File: src/sv/kdfp_pkg.sv
// Shared types and constants for the keyed decimal field parser.
package kdfp_pkg;

  localparam int unsigned ValueW = 31;
  localparam int unsigned FracW  = 3;
  localparam int unsigned PowW   = 14;

  localparam logic [ValueW-1:0] ValueMax = {ValueW{1'b1}};

  localparam logic [1:0] ModeInt   = 2'd0;
  localparam logic [1:0] ModeFrac3 = 2'd1;
  localparam logic [1:0] ModeFrac4 = 2'd2;

  localparam logic [7:0] CharZero = 8'd48;
  localparam logic [7:0] CharDigitLo = 8'd47;
  localparam logic [7:0] CharDigitHi = 8'd58;
  localparam logic [7:0] CharDot  = 8'h2E;

  typedef struct packed {
    logic [ValueW-1:0] value;
    logic [FracW-1:0]  pad;
    logic              ovf;
    logic              not_found;
  } kdfp_emit_t;

  function automatic logic [FracW-1:0] frac_digits(input logic [1:0] mode);
    logic [FracW-1:0] r;
    case (mode)
      ModeFrac3: r = FracW'(3);
      ModeFrac4: r = FracW'(4);
      default:   r = FracW'(0);
    endcase
    return r;
  endfunction

  function automatic logic [PowW-1:0] pow10(input logic [FracW-1:0] k);
    logic [PowW-1:0] r;
    case (k)
      FracW'(1): r = PowW'(10);
      FracW'(2): r = PowW'(100);
      FracW'(3): r = PowW'(1000);
      FracW'(4): r = PowW'(10000);
      default:   r = PowW'(1);
    endcase
    return r;
  endfunction

endpackage

File: src/sv/kdfp_scan.sv
// Per-byte scan and digit accumulation with the parse state registers.
module kdfp_scan
  import kdfp_pkg::*;
#(
  parameter int unsigned SCAN_LIMIT = 64
) (
  input  logic             clk_i,
  input  logic             rst_ni,
  input  logic             accept_i,
  input  logic [7:0]       char_in_i,
  input  logic [7:0]       key_letter_i,
  input  logic             line_start_i,
  input  logic             line_end_i,
  input  logic [1:0]       mode_i,
  output logic             emit_o,
  output kdfp_emit_t       emit_data_o
);

  localparam int unsigned CntW = (SCAN_LIMIT > 1) ? $clog2(SCAN_LIMIT) : 1;

  localparam logic [1:0] PhSearch = 2'd0;
  localparam logic [1:0] PhRead   = 2'd1;
  localparam logic [1:0] PhDone   = 2'd2;

  logic [1:0]        phase_q, phase_d, phase_c;
  logic [ValueW-1:0] acc_q, acc_d, acc_c;
  logic [FracW-1:0]  frac_q, frac_d, frac_c;
  logic              dot_q, dot_d, dot_c;
  logic [CntW-1:0]   cnt_q, cnt_d, cnt_c;
  logic              ovf_q, ovf_d, ovf_c;

  logic [FracW-1:0]  want;
  logic              is_digit;
  logic [3:0]        digit;
  logic [ValueW+3:0] pushed;
  logic              push_ovf;
  logic [CntW:0]     cnt_inc;

  always_comb begin
    phase_c = line_start_i ? PhSearch : phase_q;
    acc_c   = line_start_i ? '0 : acc_q;
    frac_c  = line_start_i ? '0 : frac_q;
    dot_c   = line_start_i ? 1'b0 : dot_q;
    cnt_c   = line_start_i ? '0 : cnt_q;
    ovf_c   = line_start_i ? 1'b0 : ovf_q;
  end

  assign want     = frac_digits(mode_i);
  assign is_digit = (char_in_i > CharDigitLo) && (char_in_i < CharDigitHi);
  assign digit    = 4'(char_in_i - CharZero);
  assign pushed   = {3'b000, acc_c, 1'b0} + {1'b0, acc_c, 3'b000}
                  + (ValueW+4)'(digit);
  assign push_ovf = pushed > (ValueW+4)'(ValueMax);
  assign cnt_inc  = {1'b0, cnt_c} + (CntW+1)'(1);

  always_comb begin
    phase_d = phase_c;
    acc_d   = acc_c;
    frac_d  = frac_c;
    dot_d   = dot_c;
    cnt_d   = cnt_c;
    ovf_d   = ovf_c;
    emit_o  = 1'b0;
    emit_data_o = '0;
    unique case (phase_c)
      PhSearch: begin
        if (char_in_i == key_letter_i) begin
          phase_d = PhRead;
          if (line_end_i) begin
            emit_o = 1'b1;
            emit_data_o.pad = want;
            phase_d = PhDone;
          end
        end else if (32'(cnt_inc) >= SCAN_LIMIT || line_end_i) begin
          emit_o = 1'b1;
          emit_data_o.not_found = 1'b1;
          phase_d = PhDone;
        end else begin
          cnt_d = cnt_inc[CntW-1:0];
        end
      end
      PhRead: begin
        if (is_digit) begin
          if (!dot_c || frac_c < want) begin
            acc_d = push_ovf ? ValueMax : pushed[ValueW-1:0];
            ovf_d = ovf_c | push_ovf;
            if (dot_c) begin
              frac_d = frac_c + FracW'(1);
            end
          end
        end else if (char_in_i == CharDot && !dot_c && want != '0) begin
          dot_d = 1'b1;
        end else begin
          emit_o = 1'b1;
        end
        if (line_end_i) begin
          emit_o = 1'b1;
        end
        if (emit_o) begin
          emit_data_o.value = acc_d;
          emit_data_o.ovf   = ovf_d;
          emit_data_o.pad   = (want > frac_d) ? want - frac_d : '0;
          phase_d = PhDone;
        end
      end
      default: begin
      end
    endcase
  end

  always_ff @(posedge clk_i or negedge rst_ni) begin
    if (!rst_ni) begin
      phase_q <= PhSearch;
      acc_q   <= '0;
      frac_q  <= '0;
      dot_q   <= 1'b0;
      cnt_q   <= '0;
      ovf_q   <= 1'b0;
    end else if (accept_i) begin
      phase_q <= phase_d;
      acc_q   <= acc_d;
      frac_q  <= frac_d;
      dot_q   <= dot_d;
      cnt_q   <= cnt_d;
      ovf_q   <= ovf_d;
    end
  end

endmodule

File: src/sv/kdfp_scale.sv
// Fraction padding stage with saturation and the result register.
module kdfp_scale
  import kdfp_pkg::*;
(
  input  logic              clk_i,
  input  logic              rst_ni,
  input  logic              load_i,
  input  kdfp_emit_t        emit_data_i,
  output logic              ready_o,
  output logic              out_valid_o,
  input  logic              out_ready_i,
  output logic [ValueW-1:0] number_value_o,
  output logic              not_found_o,
  output logic              saturated_o
);

  logic       pad_vq, pad_vd;
  kdfp_emit_t pad_q;
  logic       out_vq, out_vd;
  logic [ValueW-1:0] val_q;
  logic       nf_q, sat_q;

  logic                   out_free;
  logic                   pad_adv;
  logic [ValueW+PowW-1:0] prod;
  logic                   prod_ovf;

  assign out_free = !out_vq || out_ready_i;
  assign pad_adv  = pad_vq && out_free;
  assign ready_o  = !pad_vq || out_free;

  assign prod     = (ValueW+PowW)'(pad_q.value) * (ValueW+PowW)'(pow10(pad_q.pad));
  assign prod_ovf = prod[ValueW+PowW-1:ValueW] != '0;

  always_comb begin
    pad_vd = pad_vq;
    if (load_i) begin
      pad_vd = 1'b1;
    end else if (out_free) begin
      pad_vd = 1'b0;
    end
    out_vd = out_free ? pad_vq : out_vq;
  end

  always_ff @(posedge clk_i or negedge rst_ni) begin
    if (!rst_ni) begin
      pad_vq <= 1'b0;
      out_vq <= 1'b0;
    end else begin
      pad_vq <= pad_vd;
      out_vq <= out_vd;
    end
  end

  always_ff @(posedge clk_i) begin
    if (load_i) begin
      pad_q <= emit_data_i;
    end
    if (pad_adv) begin
      val_q <= prod_ovf ? ValueMax : prod[ValueW-1:0];
      nf_q  <= pad_q.not_found;
      sat_q <= pad_q.ovf | prod_ovf;
    end
  end

  assign out_valid_o    = out_vq;
  assign number_value_o = val_q;
  assign not_found_o    = nf_q;
  assign saturated_o    = sat_q;

endmodule

File: src/sv/keyed_decimal_field_parser_unit.sv
// Top level: keyed decimal field parser, one command-line byte per request.
// Result path: the field's last byte loads the padding register, then the result register.
// Throughput: one byte per cycle while in_ready_o is high; the byte scan updates its state on each byte,
// and the fraction-padding multiply sits in its own stage before the result register.
// Reset: parser starts in key search with cleared state, number mode plain integer.
module keyed_decimal_field_parser_unit
  import kdfp_pkg::*;
#(
  parameter int unsigned SCAN_LIMIT = 64
) (
  input  logic              clk_i,
  input  logic              rst_ni,
  input  logic              cfg_valid_i,
  output logic              cfg_ready_o,
  input  logic [1:0]        cfg_data_i,
  input  logic              in_valid_i,
  output logic              in_ready_o,
  input  logic [7:0]        char_in_i,
  input  logic [7:0]        key_letter_i,
  input  logic              line_start_i,
  input  logic              line_end_i,
  output logic              out_valid_o,
  input  logic              out_ready_i,
  output logic [ValueW-1:0] number_value_o,
  output logic              not_found_o,
  output logic              saturated_o
);

  logic [1:0] mode_q;
  logic       accept;
  logic       emit;
  kdfp_emit_t emit_data;

  assign cfg_ready_o = 1'b1;
  assign accept      = in_valid_i && in_ready_o;

  always_ff @(posedge clk_i or negedge rst_ni) begin
    if (!rst_ni) begin
      mode_q <= ModeInt;
    end else if (cfg_valid_i) begin
      mode_q <= cfg_data_i;
    end
  end

  kdfp_scan #(
    .SCAN_LIMIT(SCAN_LIMIT)
  ) u_scan (
    .clk_i       (clk_i),
    .rst_ni      (rst_ni),
    .accept_i    (accept),
    .char_in_i   (char_in_i),
    .key_letter_i(key_letter_i),
    .line_start_i(line_start_i),
    .line_end_i  (line_end_i),
    .mode_i      (mode_q),
    .emit_o      (emit),
    .emit_data_o (emit_data)
  );

  kdfp_scale u_scale (
    .clk_i         (clk_i),
    .rst_ni        (rst_ni),
    .load_i        (accept && emit),
    .emit_data_i   (emit_data),
    .ready_o       (in_ready_o),
    .out_valid_o   (out_valid_o),
    .out_ready_i   (out_ready_i),
    .number_value_o(number_value_o),
    .not_found_o   (not_found_o),
    .saturated_o   (saturated_o)
  );

endmodule
File: config.mk
export PLATFORM = sky130hd
export DESIGN_NAME = keyed_decimal_field_parser_unit
export DESIGN_NICKNAME = d
export VERILOG_FILES = /design/src/sv/kdfp_pkg.sv /design/src/sv/kdfp_scan.sv /design/src/sv/kdfp_scale.sv /design/src/sv/keyed_decimal_field_parser_unit.sv
export SDC_FILE = /design/constraint.sdc
export NUM_CORES = 1
export LEC_CHECK = 0
export BUFFER_PORTS_ARGS = -buffer_cell sky130_fd_sc_hd__buf_2
export CAP_MARGIN = 20
export CORE_MARGIN = 2
export CORE_UTILIZATION = 30
export CTS_BUF_LIST = sky130_fd_sc_hd__clkbuf_4 sky130_fd_sc_hd__clkbuf_8 sky130_fd_sc_hd__clkbuf_16
export CTS_CLUSTER_DIAMETER = 100
export DETAILED_ROUTE_END_ITERATION = 10
export REMOVE_ABC_BUFFERS = 1
export SETUP_SLACK_MARGIN = 0.2
export SLEW_MARGIN = 20
export SYNTH_ARGS = -nofsm -noshare
export SYNTH_HDL_FRONTEND = slang
export SYNTH_HIERARCHICAL = 1
export SYNTH_SLANG_ARGS = --single-unit
File: constraint.sdc
create_clock -name clk_i -period 15.9 [get_ports clk_i]
set_input_delay 1.59 -clock clk_i [delete_from_list [all_inputs] [get_ports clk_i]]
set_output_delay 1.59 -clock clk_i [all_outputs]
set_load 0.02 [all_outputs]
==> summary.md <==
| Metric | Value |
|---|---|
| Biggest area contributors in the synthesized netlist | sky130_fd_sc_hd__fa_1 (29%), sky130_fd_sc_hd__ha_1 (12%), sky130_fd_sc_hd__edfxtp_1 (10%) |
| Fraction of synthesized cell area in xor and xnor cells | 3.15% |
| Register bit total from synthesis | 117 |
| CTS sink count | 117 |
| Post-detailed-route count of antenna-violating nets | 0 |
| Setup Crit Path Kind | reg2reg |
| Leakage power total | 10.2 nW |
| Hold path endpoint | u_scale/not_found_o |
| Run status | finished, final reports clean |
| Gate family responsible for the most delay along the worst path | adder cells |
| Setup Viol. Count Final | 0 |
| Origin of the worst min-delay path | u_scale/pad_q[0] |
| Dominant combinational cell family by area after synthesis | adder cells |
| Area of all sequential standard cells | 3270 um^2 |
| Setup bufs post-CTS | 0 |
| Cell seen most often among critical-path stages | sky130_fd_sc_hd__fa_1 |
| Netlist cell types | 90 |
| Part of the Yosys area used for sequential elements | 16.2% |
| IR drop worst, VDD | 57.4 uV |
| Worst flop-to-flop path endpoint | u_scale/number_value_o[22] |
| Clk slew on worst S/H paths | 0.06 ns |
| Placeable core area | 66,900 um^2 |
| Dpl hpwl | 42.8 mm |
| Worst rel slew slack | 37.5% |
| Final worst path period share | 57.4% |
| Initial antenna violation count | 0 |
| Most common flop cell mapped by yosys | sky130_fd_sc_hd__edfxtp_1 |
| Diodes inserted | 0 |
| Final worst clock skew | 0.0207 ns |
| Post-synthesis adder-cell area fraction | 40.8% |
| Cell with the most instances after synthesis | sky130_fd_sc_hd__inv_1 |
| Arrival time at the worst endpoint | 9.43 ns |
| Share of synthesized cell area in and, or, nand and nor gates | 17.0% |
| Initial detailed-routing violation count | 952 |
| Number of warnings printed during yosys synthesis | 6 |
| Critical-path maximum fanout | 68 |
| Core utilization of the finished layout | 32.9% |
| Area growth, synth to finish | 8.90% |
| Category of the worst setup path capture point | flop |
| Initial Util | 30.2% |
| Achievable Freq | 110 MHz |
| Pwr Density | 59.3 nW/um^2 |
| Number of optimization iterations in the first detailed-route pass | 6 |
| Area of the multi-input gates | 15,300 um^2 |
| Number of instances resized during post-cts repair | 0 |
| Number of global-route vias before repair | 15.6k |
| Cell chosen for the clock root | sky130_fd_sc_hd__clkbuf_16 |
| TritonCTS clock tree | yes |
| Num rows | 95 |
| RSZ-0062 raised after global routing | false |
| Global route total overflow | 0 |
| Drt drc | 0 |
| Count of flip-flops with a built-in enable after synthesis | 69 |
| Hold violation total from the final report | 0 |
| Portion of synthesized cell area occupied by the leading cell type | 28.5% |
| Post-DR wirelength/cell | 16.6 um |
| Slowest cell on the critical path | sky130_fd_sc_hd__and2_1 |
| Post-synthesis cell type with the largest combined area | sky130_fd_sc_hd__fa_1 |
| Path type of the worst min-delay path | reg2reg |
| Cells after Synth | 2,201 |
| Total routing usage reported by global routing | 15.1% |
| Maximum root-to-sink buffer count | 2 |
| Pin count of the biggest net entering global routing | 69 |
| Setup TNS | 0 ns |
| Clock Latency Late Sink | 0.46 ns |
| Buffer and inverter count on the worst path | 5 |
| Hold Path Depth | 0 |
| CP Depth | 24 |
| Overall die height | 264 um |
| Portion of netlist area occupied by mux cells | 0.742% |
| Synthesized cell area | 20,200 um^2 |
| Die area | 69,500 um^2 |
| IO buf count | 59 |
| Synthesized area per cell | 9.19 um^2 |
| Required @ worst endpoint | 16.21 ns |
| Routed WL | 51.4 mm |
| Tmin final | 9.12 ns |
| Share of final-layout standard cells stronger than drive strength 1 | 10.3% |
| Slowest stage delay, CP | 0.74 ns |
| Compound-gate portion of the synthesized area | 13.6% |
| Length in cells of the worst reg-to-reg path | 24 |
| Setup slack of the worst register-to-register path | 6.78 ns |
| Async set-reset flop share out of synthesis | 41.0% |
| Final weighted congestion of routability-driven global placement | 0.930 |
| Commonest cells in the netlist | sky130_fd_sc_hd__inv_1 (360), sky130_fd_sc_hd__fa_1 (288), sky130_fd_sc_hd__nand2_1 (247), sky130_fd_sc_hd__ha_1 (199), sky130_fd_sc_hd__a21oi_1 (142) |
| Wire length of the first global-routing pass | 84.6 mm |
| Ordered list of cells on the worst path | buf_4 -> nor2_1 -> and2_1 -> nand2_1 -> fa_1 -> fa_1 -> inv_1 -> fa_1 -> inv_1 -> fa_1 -> inv_1 -> fa_1 -> fa_1 -> ha_1 -> a21oi_1 -> o21ai_0 -> a21boi_1 -> a2111oi_4 -> o21ai_2 -> a2111oi_4 -> mux2i_4 -> buf_4 -> nor3_1 -> nand2_1 |
| Slew Viols, Final | 0 |
| Total number of nets in the final design | 2,729 |
| Hold bufs inserted after CTS | 0 |
| Vias | 15.1k |
| Transition time at the pin with the least slew margin | 0.928 ns |
| RR Startpoint | u_scale/pad_q[3] |
| Number of max-capacitance violations reported | 0 |
| Vias per Instance | 4.87 |
| IO Count | 61 |
| Horiz. Die Dim | 264 um |
| H-Tree Depth | 4 |
| Total of fill cells in the finished design | 6,907 |
| Type of element launching the critical path | flop |
| Num CTS Buffers | 17 |
[routing by layer]
metal / part of all wire (%) / GRT usage, % / routed length (um)
met4: 2.1 / 3.85 / 1060
met3: 5.8 / 2.93 / 2990
met5: 0 / 0 / 0
met2: 45 / 23.9 / 23400
met1: 47 / 21.2 / 24000
[sequential cells by signal, indices dropped and copies added (netlist names), 2 cells and up]
name	cells
u_scan/acc_q	31
u_scale/number_value_o	31
u_scale/pad_q	36
u_scan/cnt_q	6
u_scan/phase_q	2
u_scan/frac_q	3
mode_q	2
[cell families (layout without fill, tap and decap cells)]
logic type / count (synthesis) / in the layout
compound gates: 423 / 423
other cells: 1 / 1
xor+xnor: 72 / 72
flops: 117 / 117
mux: 14 / 14
simple gates: 649 / 649
buf+inv: 438 / 467
fa+ha+maj: 487 / 487
[through the flow]
stage	hold slack (ns)	instance area, um^2	total power, mW	instances	worst slack, ns
6_report	0.424	22000	1.31	3103	6.78
5_1_grt	0.434	22000	1.40	3103	6.22
4_1_cts	0.431	22000	1.31	3103	6.85
3_5_place_dp	0.416	21400	0.896	3071	6.88
3_3_place_gp	0.411	21400	0.893	3071	6.98
2_1_floorplan	0.400	19900	0.761	2123	4.93
[layout make-up]
type / instances / area share (%)
inverter: 360 / 6.14
clock inverter: 11 / 0.631
multi-input combinational: 1646 / 69.4
timing repair buffer: 75 / 1.89
sequential: 117 / 14.9
tap: 873 / 4.96
clock buffer: 21 / 2.12
[report_power, final]
part	switching, mW	internal [mW]
Sequential	0.0133	0.339
Clock	0.166	0.246
Combinational	0.343	0.199
[worst max-delay path by stage]
stage | from | endpoint | slack, ns
CTS | u_scale/pad_q[3] | u_scale/number_value_o[22] | 6.85
global route | u_scale/pad_q[3] | u_scale/number_value_o[22] | 6.22
global placement | u_scale/pad_q[3] | u_scale/number_value_o[22] | 6.98
detailed placement | u_scale/pad_q[3] | u_scale/number_value_o[22] | 6.88
finish | u_scale/pad_q[3] | u_scale/number_value_o[22] | 6.78
floorplan | u_scale/pad_q[3] | u_scale/number_value_o[22] | 4.93
[layout by cell type (no fill, tap or decap), types with 24 or more instances in the layout]
master and n:
sky130_fd_sc_hd__and2_1 62, sky130_fd_sc_hd__nor2_1 71, sky130_fd_sc_hd__nand2_1 247, sky130_fd_sc_hd__dfrtp_1 48, sky130_fd_sc_hd__nor2b_1 49, sky130_fd_sc_hd__inv_1 360
sky130_fd_sc_hd__ha_1 199, sky130_fd_sc_hd__xor2_1 40, sky130_fd_sc_hd__and3_1 28, sky130_fd_sc_hd__nand3_1 31, sky130_fd_sc_hd__edfxtp_1 69, sky130_fd_sc_hd__nor3_2 32
sky130_fd_sc_hd__nand2b_1 25, sky130_fd_sc_hd__xnor2_1 30, sky130_fd_sc_hd__a21oi_1 142, sky130_fd_sc_hd__buf_2 59, sky130_fd_sc_hd__a21oi_2 24, sky130_fd_sc_hd__fa_1 288
sky130_fd_sc_hd__o22ai_1 32, sky130_fd_sc_hd__o21ai_0 94
No activity file was read; power rests on OpenSTA's default activity.
